$ cat config.mk
export PLATFORM = sky130hd
export DESIGN_NAME = biquad_highpass_filter
export DESIGN_NICKNAME = d
export VERILOG_FILES = /design/src/design/bhpf_pkg.sv /design/src/design/biquad_highpass_filter.sv
export SDC_FILE = /design/constraint.sdc
export NUM_CORES = 2
export LEC_CHECK = 0
export BUFFER_PORTS_ARGS = -buffer_cell sky130_fd_sc_hd__buf_4
export CAP_MARGIN = 10
export CORE_ASPECT_RATIO = 0.6
export CORE_MARGIN = 2
export CORE_UTILIZATION = 55
export CTS_CLUSTER_SIZE = 20
export DETAILED_ROUTE_END_ITERATION = 6
export GPL_ROUTABILITY_DRIVEN = 0
export PLACE_DENSITY = 0.76
export SLEW_MARGIN = 40
export SYNTH_ARGS = -nofsm -noshare
export SYNTH_HDL_FRONTEND = slang
export SYNTH_SLANG_ARGS = --single-unit
$ cat constraint.sdc
create_clock -name clk -period 21.5 [get_ports clk]
set_input_delay 0 -clock clk [delete_from_list [all_inputs] [get_ports clk]]
set_output_delay 0 -clock clk [all_outputs]
set_load 0.02 [all_outputs]
$ cat src/design/bhpf_pkg.sv
`timescale 1ns / 1ps

package bhpf_pkg;

	localparam int APB_DATA_W = 32;
	localparam int APB_ADDR_W = 5;
	localparam int REG_IDX_W  = 3;

	typedef logic [REG_IDX_W-1:0] reg_idx_t;

	localparam reg_idx_t REG_B0 = 3'd0;
	localparam reg_idx_t REG_B1 = 3'd1;
	localparam reg_idx_t REG_B2 = 3'd2;
	localparam reg_idx_t REG_A1 = 3'd3;
	localparam reg_idx_t REG_A2 = 3'd4;

	typedef enum logic [6:0] {
		ST_IDLE = 7'b0000001,
		ST_MB0  = 7'b0000010,
		ST_Y    = 7'b0000100,
		ST_N1A  = 7'b0001000,
		ST_N1B  = 7'b0010000,
		ST_N2A  = 7'b0100000,
		ST_N2B  = 7'b1000000
	} state_t;

endpackage

$ cat src/design/biquad_highpass_filter.sv
`timescale 1ns / 1ps
// Biquad IIR filter, transposed direct form II, fixed point.
// s_axis carries one signed sample per word; m_axis returns one filtered,
// rounded and saturated sample per word. tdata holds the sample in its low
// SAMPLE_WIDTH bits, zero padded to whole bytes.
// Coefficients b0, b1, b2, a1, a2 sit at APB byte addresses 0, 4, 8, 12, 16
// as signed values with COEF_FRAC_BITS fractional bits. A coefficient write
// also clears both delay registers; write only while the filter is idle.
// All five products of a sample go one after another through a single
// registered multiplier under a seven-state sequencer. s_axis_tready is
// high only in the idle state, so a new sample is not accepted until the
// last one has left the sequencer.
// The output word sits in a register: a new sample is accepted while the
// last result waits, but the sequencer holds in its last step while
// m_axis stalls with a word still pending.
// Reset sets b0 to 1.0, the other coefficients and both delays to zero,
// and leaves no output word pending.
module biquad_highpass_filter #(
	parameter int SAMPLE_WIDTH   = 16,
	parameter int COEF_FRAC_BITS = 18
) (
	input  logic                                clk,
	input  logic                                arst_n,
	input  logic                                psel,
	input  logic                                penable,
	input  logic                                pwrite,
	input  logic [bhpf_pkg::APB_ADDR_W-1:0]     paddr,
	input  logic [bhpf_pkg::APB_DATA_W-1:0]     pwdata,
	output logic [bhpf_pkg::APB_DATA_W-1:0]     prdata,
	output logic                                pready,
	input  logic                                s_axis_tvalid,
	output logic                                s_axis_tready,
	// [SAMPLE_WIDTH-1:0] sample_in, rest zero
	input  logic [((SAMPLE_WIDTH+7)/8)*8-1:0]   s_axis_tdata,
	output logic                                m_axis_tvalid,
	input  logic                                m_axis_tready,
	// [SAMPLE_WIDTH-1:0] sample_out, rest zero
	output logic [((SAMPLE_WIDTH+7)/8)*8-1:0]   m_axis_tdata
);

	import bhpf_pkg::*;

	localparam int TDATA_W = ((SAMPLE_WIDTH + 7) / 8) * 8;
	localparam int CW      = COEF_FRAC_BITS + 2;
	localparam int PW      = CW + SAMPLE_WIDTH;
	localparam int STW     = SAMPLE_WIDTH + COEF_FRAC_BITS + 6;
	localparam int ACC_W   = STW + 2;

	localparam logic signed [ACC_W-1:0] ST_MAX  = {{(ACC_W-STW+1){1'b0}}, {(STW-1){1'b1}}};
	localparam logic signed [ACC_W-1:0] ST_MIN  = ~ST_MAX;
	localparam logic signed [ACC_W-1:0] SMP_MAX =
		{{(ACC_W-SAMPLE_WIDTH+1){1'b0}}, {(SAMPLE_WIDTH-1){1'b1}}};
	localparam logic signed [ACC_W-1:0] SMP_MIN = ~SMP_MAX;
	localparam logic signed [ACC_W-1:0] HALF    =
		{{(ACC_W-COEF_FRAC_BITS){1'b0}}, 1'b1, {(COEF_FRAC_BITS-1){1'b0}}};
	localparam logic signed [CW-1:0]    B0_RST  = {2'b01, {COEF_FRAC_BITS{1'b0}}};

	state_t state_q;

	logic signed [CW-1:0]           coef_b0_q, coef_b1_q, coef_b2_q, coef_a1_q, coef_a2_q;
	logic signed [STW-1:0]          delay_first_q, delay_second_q;
	logic signed [SAMPLE_WIDTH-1:0] x_q, y_q, sample_out_q;
	logic signed [PW-1:0]           prod_q;
	logic signed [ACC_W-1:0]        acc_q;
	logic signed [STW-1:0]          n1_q;

	logic                           cfg_wr;
	reg_idx_t                       cfg_idx;
	logic                           out_busy;
	logic signed [CW-1:0]           mul_a;
	logic signed [SAMPLE_WIDTH-1:0] mul_b;
	logic signed [ACC_W-1:0]        acc_y, rnd_y, shr_y, diff;
	logic signed [SAMPLE_WIDTH-1:0] y_sat;
	logic signed [STW-1:0]          diff_sat;

	assign pready   = 1'b1;
	assign cfg_wr   = psel & penable & pwrite;
	assign cfg_idx  = paddr[APB_ADDR_W-1:2];
	assign out_busy = m_axis_tvalid & ~m_axis_tready;

	assign s_axis_tready = (state_q == ST_IDLE);
	assign m_axis_tdata  = {{(TDATA_W-SAMPLE_WIDTH){1'b0}}, sample_out_q};

	always_comb begin
		unique case (cfg_idx)
			REG_B0:  prdata = APB_DATA_W'(coef_b0_q);
			REG_B1:  prdata = APB_DATA_W'(coef_b1_q);
			REG_B2:  prdata = APB_DATA_W'(coef_b2_q);
			REG_A1:  prdata = APB_DATA_W'(coef_a1_q);
			REG_A2:  prdata = APB_DATA_W'(coef_a2_q);
			default: prdata = '0;
		endcase
	end

	// shared multiplier operand select; last step keeps a2*y while stalled
	always_comb begin
		unique case (state_q)
			ST_MB0:  begin mul_a = coef_b0_q; mul_b = x_q; end
			ST_Y:    begin mul_a = coef_b1_q; mul_b = x_q; end
			ST_N1A:  begin mul_a = coef_a1_q; mul_b = y_q; end
			ST_N1B:  begin mul_a = coef_b2_q; mul_b = x_q; end
			ST_N2A:  begin mul_a = coef_a2_q; mul_b = y_q; end
			ST_N2B:  begin mul_a = coef_a2_q; mul_b = y_q; end
			default: begin mul_a = coef_b0_q; mul_b = x_q; end
		endcase
	end

	// output: round half up, floor shift, saturate
	always_comb begin
		acc_y = ACC_W'(prod_q) + ACC_W'(delay_first_q);
		rnd_y = acc_y + HALF;
		shr_y = rnd_y >>> COEF_FRAC_BITS;
		if (shr_y > SMP_MAX) begin
			y_sat = SMP_MAX[SAMPLE_WIDTH-1:0];
		end else if (shr_y < SMP_MIN) begin
			y_sat = SMP_MIN[SAMPLE_WIDTH-1:0];
		end else begin
			y_sat = shr_y[SAMPLE_WIDTH-1:0];
		end
	end

	always_comb begin
		diff = acc_q - ACC_W'(prod_q);
		if (diff > ST_MAX) begin
			diff_sat = ST_MAX[STW-1:0];
		end else if (diff < ST_MIN) begin
			diff_sat = ST_MIN[STW-1:0];
		end else begin
			diff_sat = diff[STW-1:0];
		end
	end

	always_ff @(posedge clk) begin
		prod_q <= mul_a * mul_b;
		if (s_axis_tvalid && s_axis_tready) begin
			x_q <= s_axis_tdata[SAMPLE_WIDTH-1:0];
		end
		if (state_q == ST_Y) begin
			y_q <= y_sat;
		end
		if (state_q == ST_N1A) begin
			acc_q <= ACC_W'(prod_q) + ACC_W'(delay_second_q);
		end else if (state_q == ST_N2A) begin
			acc_q <= ACC_W'(prod_q);
		end
		if (state_q == ST_N1B) begin
			n1_q <= diff_sat;
		end
		if (state_q == ST_N2B && !out_busy) begin
			sample_out_q <= y_q;
		end
	end

	always_ff @(posedge clk or negedge arst_n) begin
		if (!arst_n) begin
			state_q        <= ST_IDLE;
			m_axis_tvalid  <= 1'b0;
			coef_b0_q      <= B0_RST;
			coef_b1_q      <= '0;
			coef_b2_q      <= '0;
			coef_a1_q      <= '0;
			coef_a2_q      <= '0;
			delay_first_q  <= '0;
			delay_second_q <= '0;
		end else begin
			if (m_axis_tready) begin
				m_axis_tvalid <= 1'b0;
			end
			unique case (state_q)
				ST_IDLE: begin
					if (s_axis_tvalid) begin
						state_q <= ST_MB0;
					end
				end
				ST_MB0: state_q <= ST_Y;
				ST_Y:   state_q <= ST_N1A;
				ST_N1A: state_q <= ST_N1B;
				ST_N1B: state_q <= ST_N2A;
				ST_N2A: state_q <= ST_N2B;
				ST_N2B: begin
					if (!out_busy) begin
						delay_first_q  <= n1_q;
						delay_second_q <= diff_sat;
						m_axis_tvalid  <= 1'b1;
						state_q        <= ST_IDLE;
					end
				end
				default: state_q <= ST_IDLE;
			endcase
			if (cfg_wr) begin
				unique case (cfg_idx)
					REG_B0: begin
						coef_b0_q <= pwdata[CW-1:0];
						delay_first_q <= '0; delay_second_q <= '0;
					end
					REG_B1: begin
						coef_b1_q <= pwdata[CW-1:0];
						delay_first_q <= '0; delay_second_q <= '0;
					end
					REG_B2: begin
						coef_b2_q <= pwdata[CW-1:0];
						delay_first_q <= '0; delay_second_q <= '0;
					end
					REG_A1: begin
						coef_a1_q <= pwdata[CW-1:0];
						delay_first_q <= '0; delay_second_q <= '0;
					end
					REG_A2: begin
						coef_a2_q <= pwdata[CW-1:0];
						delay_first_q <= '0; delay_second_q <= '0;
					end
					default: ;
				endcase
			end
		end
	end

`ifndef SYNTH
	a_accept_starts: assert property (@(posedge clk) disable iff (!arst_n)
		s_axis_tvalid && s_axis_tready |=> state_q == ST_MB0)
		else $error("accepted word did not start the sequencer");

	a_busy_not_ready: assert property (@(posedge clk) disable iff (!arst_n)
		state_q != ST_IDLE |-> !s_axis_tready)
		else $error("ready while a sample is in work");

	a_finish_emits: assert property (@(posedge clk) disable iff (!arst_n)
		state_q == ST_N2B && !out_busy |=> state_q == ST_IDLE && m_axis_tvalid)
		else $error("last step did not hand over the result");

	a_cfg_clears: assert property (@(posedge clk) disable iff (!arst_n)
		cfg_wr && (cfg_idx == REG_B0 || cfg_idx == REG_A2) |=>
		delay_first_q == '0 && delay_second_q == '0)
		else $error("coefficient write left delays set");
`endif

endmodule
Word-level counts from Yosys, hierarchy flattened
Index checks and enable logic that the tools add are counted.
W data, S select, Z words.
- flip-flop bits (word level): 354
- logic and storage cells: 77
- add/subtract/negate cells: 4
- $mul: 1
- $lt $le $gt $ge: 4
- equality and inequality tests: 13
- muxes and demuxes: 22
- bitwise gates (word level): 4
- reduce and logical (&&, ||, !) cells: 14
- operators by type and width (operator ; number):
    $mux W40 ; 10
    $pmux W32 S5 ; 1
    $mux W42 ; 2
    $add A36 B40 Y41 ; 2
    $pmux W20 S4 ; 1
    $pmux W7 S7 ; 1
    $add A41 B19 Y42 const B ; 1
    $gt A42 B40 Y1 const B ; 1
    $lt A42 B40 Y1 const B ; 1
    $sub A42 B36 Y42 ; 1
    $mul A20 B16 Y36 ; 1
    $mux W16 ; 2
    $gt A24 B16 Y1 const B ; 1
    $lt A24 B16 Y1 const B ; 1
    $mux W7 ; 2
    $reduce_and A2 Y1 ; 6
    $eq A7 B1 Y1 const B ; 1
    $eq A7 B2 Y1 const B ; 1
    $eq A7 B3 Y1 const B ; 1
    $eq A7 B4 Y1 const B ; 1
    $eq A7 B5 Y1 const B ; 1
    $eq A7 B6 Y1 const B ; 1
    $eq A7 B7 Y1 const B ; 1
    $eq A3 B2 Y1 const B ; 2
    other kinds (13) ; 19

Logic depth before layout (Yosys ltp)
- word-level depth: 8
- depth in mapped cells: 34

Worst setup path before layout
OpenSTA, ideal clock, no wires.
- path type: reg2reg
- from: register state_q[3]
- to: register prod_q[35]
- data arrival time: 8.812 ns
- setup slack: 12.569 ns
- stages on the path, launching flop included: 29
- buffers on the path: 1
- clock period less this slack: 8.931 ns
- cells stage by stage: dfrtp_1 > nor3_1 > nand2_1 > nor3b_1 > clkbuf_1 > a22oi_1 > a31oi_1 > nand2_1 > fa_1 > fa_1 > fa_1 > fa_1 > inv_1 > fa_1 > inv_1 > fa_1 > inv_1 > ha_1 > nand4_1 > nor2_1 > a221oi_1 > o41a_1 > a211oi_1 > o31a_1 > o21a_1 > nor2_1 > a21o_1 > a31o_1 > xnor2_1
- cells in the longest elaborated chain, start to end: 4
- elaborated cells on any way between the ends: 10
- ends and longest elaborated chain (item ; RTL line ; RTL):
    start: declaration ; biquad_highpass_filter.sv:58 ; state_t state_q;
    start signal: assignment ; biquad_highpass_filter.sv:156 ; state_q <= ST_IDLE;
    start signal: assignment ; biquad_highpass_filter.sv:172 ; state_q <= ST_MB0;
    start signal: assignment ; biquad_highpass_filter.sv:175 ; ST_MB0: state_q <= ST_Y;
    $eq A7 B6 Y1, or another cell as far along ; biquad_highpass_filter.sv:97 ; unique case (state_q)
    $reduce_or A2 Y1 (no line) / $reduce_or A3 Y1 (equally long branches) ; - ;
    $pmux W20 S4 / $mux W16 (equally long branches) ; biquad_highpass_filter.sv:97 ;
    $mul A20 B16 Y36 * ; biquad_highpass_filter.sv:134 ; prod_q <= mul_a * mul_b;
    end signal: assignment ; biquad_highpass_filter.sv:134 ;
    end: declaration ; biquad_highpass_filter.sv:63 ; logic signed [PW-1:0] prod_q;
Mark *: on every way between the ends. The rest lies on a longest branch, timed or not.
A chain may end at the register's enable or synchronous reset.

Worst setup path after layout
- from: register state_q[2]
- to: register prod_q[35]
Same word-level chain as after synthesis.

==> impl_results.md <==
- Status: complete, no violations
- CP most frequent cell: fa_1
- Final Max Tran Viols: 0
- Hold Fails Final Rpt: 0
- Final count of negative-setup-slack endpoints: 0
- Num CTS Buffers: 35
- Unique masters post-synth: 92
- Avg WL per Cell: 20.2 um
- Post-synth EDFFs: 129
- Arrival @ worst endpoint: 9.99 ns
- Vias in the first global route: 24800
- Syn_nets: 4107
- FF+latch count, synth: 353
- Gate Count Post-Synth: 3478
- Total grt overflow: 0
- First-pass GRT wire length: 138000 um
- Vias: 26200
- Initial Util: 55.4%
- Mapped Area: 32700 um^2
- Latest clock arrival within the worst-skew pair: 0.57 ns
- Clk slew on worst S/H paths: 0.07 ns
- Most used DFF post-synth: dfrtp_1
- RSZ-0062 raised after global routing: false
- Post_cts resized: 0
- Avg Synthesized Cell Area: 9.39 um^2
- Most frequent cells in the layout: inv_1, nand2_1, fa_1
- # port buffers: 95
- Worst path max stage delay: 0.59 ns
- Reg2Reg Depth: 33
- Worst Hold Class: input port to flip-flop
- Die width: 319 um
- Root buffer cell: clkbuf_16
- Vert. Die Dim: 193 um
- Top-Level Pins: 111
- Asr flop ratio synth: 53.3%
- Core ar.: 59000 um^2
- Antenna violations before repair: 3
- Worst-Margin Slew: 0.819 ns
- Setup TNS: 0 ns
- N_diodes: 0
- Synthesis-to-layout area growth: 9.99%
- Vias/cell: 6.00
- WP data required: 21.98 ns
- Most common cell after layout, fill and taps aside: inv_1
- Final ANT Viol Nets: 0
- Crit path max fanout: 58
- DP Wirelength: 67500 um
- Die area: 61400 um^2
- Post-layout min period: 9.51 ns
- Yosys warns: 0
- Setup Skew: 0.0349 ns
- Drt total wl: 88300 um
- Slowest CP cell: fa_1
- CTS Hold Buffers Added: 41
- DR iter-0 viols: 2625
- Hold Crit Depth: 3
- Fin crit share: 44.2%
- Row count: 69
- CP Capture Type: flip-flop
- DR DRC count: 0
- Slew headroom: 45.2%
- CTS sink cnt: 353
- Critical Path Start Type: flip-flop
- Layout cells sized above 1: 11.6%
- Fin nets: 4185
- Peak Freq: 0.105 GHz
- Largest net degree at the start of global routing: 89
- DRT Pass-1 Iters: 6
- H-tree levels: 2
- Kind of critical path: flip-flop to flip-flop
- Post-CTS Setup Bufs: 0
- Total GRT Usage: 28.7%
- Clock Path Buffers: 3
- Seq/Total Area, Yosys: 28.5%
- TritonCTS clock tree: done
- Max_cap viols: 0
synthesized netlist by cell type, types with 22 or more instances:
| cell | count | share of area, % |
|---|---|---|
| o21a_1 | 23 | 0.53 |
| clkbuf_1 | 101 | 1.2 |
| nand2_1 | 444 | 5.1 |
| buf_2 | 24 | 0.37 |
| ha_1 | 249 | 9.5 |
| nand3_1 | 30 | 0.46 |
| a31o_2 | 23 | 0.62 |
| a21oi_1 | 247 | 3.8 |
| dfrtp_1 | 186 | 14 |
| fa_1 | 320 | 20 |
| a31oi_1 | 36 | 0.69 |
| inv_1 | 456 | 5.2 |
| o21ai_0 | 126 | 1.9 |
| edfxtp_1 | 129 | 12 |
| nand2b_1 | 28 | 0.54 |
| o22ai_1 | 22 | 0.42 |
| a21o_1 | 80 | 1.8 |
| xnor2_1 | 82 | 2.2 |
| nor2_1 | 283 | 3.3 |
| mux2i_1 | 37 | 1.1 |
| a22oi_1 | 60 | 1.4 |
| dfxtp_1 | 36 | 2.2 |
| xor2_1 | 44 | 1.2 |
| nor3_1 | 22 | 0.34 |
| mux2_2 | 110 | 3.8 |
critical path, delay by kind of cell, from the launching register on:
| family | cells | cell delay (ns) |
|---|---|---|
| AOI/OAI and AO/OA | 9 | 2.35 |
| xor gates and xnor gates | 1 | 0.13 |
| adders and majority gates | 7 | 3.47 |
| buffers and inverters | 7 | 1.56 |
| DFF | 1 | 0.42 |
| and+or+nand+nor | 9 | 1.43 |
registers in the layout (all words and copies together) (netlist names), 36 cells and up:
register	flops
prod_q	36
delay_second_q	40
acc_q	41
delay_first_q	40
n1_q	40
routing by layer:
| layer | up-vias | track usage (%) | wire length [um] |
|---|---|---|---|
| met5 | - | 0 | 16 |
| met4 | 2 | 6.03 | 1620 |
| met3 | 146 | 9.31 | 11600 |
| met2 | 1298 | 39.1 | 35400 |
| met1 | 12900 | 44.1 | 39700 |
| li1 | 11800 | - | - |
cell families after synthesis:
logic type,synth area share (%)
AND/OR/NAND/NOR,12.2
AO/OA/AOI/OAI,14.6
buffers and inverters,7.33
adder cells (fa/ha/maj),29.1
flip-flops,28.5
multiplexers,4.93
XOR/XNOR,3.38
other,0.0115
cell type report:
class | count | area [um^2]
multi-input cells | 2515 | 21100
well taps | 781 | 977
clock buffers | 47 | 1040
flip-flops and latches | 353 | 9300
clock inverters | 16 | 188
repair buffers | 193 | 1590
fillers | 4858 | 23000
inverters | 458 | 1720
through the flow:
step | instances | hold WS [ns] | utilization [%] | instance area (um^2) | worst slack, ns
after floorplan | 3478 | -0.296 | - | 32700 | 12.57
after global placement | 4255 | 0.0141 | 58.0 | 34200 | 12.26
after detailed placement | 4256 | 0.0181 | 58.0 | 34200 | 12.13
after CTS | 4360 | 0.110 | 60.8 | 35900 | 12.07
after global routing | 4363 | 0.132 | 60.9 | 35900 | 11.64
final | 4363 | 0.132 | 60.9 | 35900 | 11.99
worst paths after layout:
check,start,end,slack [ns]
max,state_q[2],prod_q[35],11.99
min,s_axis_tvalid,state_q[0],0.13
max reg2reg,state_q[2],prod_q[35],11.99
min reg2reg,y_q[12],m_axis_tdata[12],0.50
max in group asynchronous,arst_n,coef_b0_q[4],19.93
min in group asynchronous,arst_n,state_q[1],0.51
Power is not shown: default switching activity piles up to over one toggle a cycle in this logic, so the estimate is an artifact.
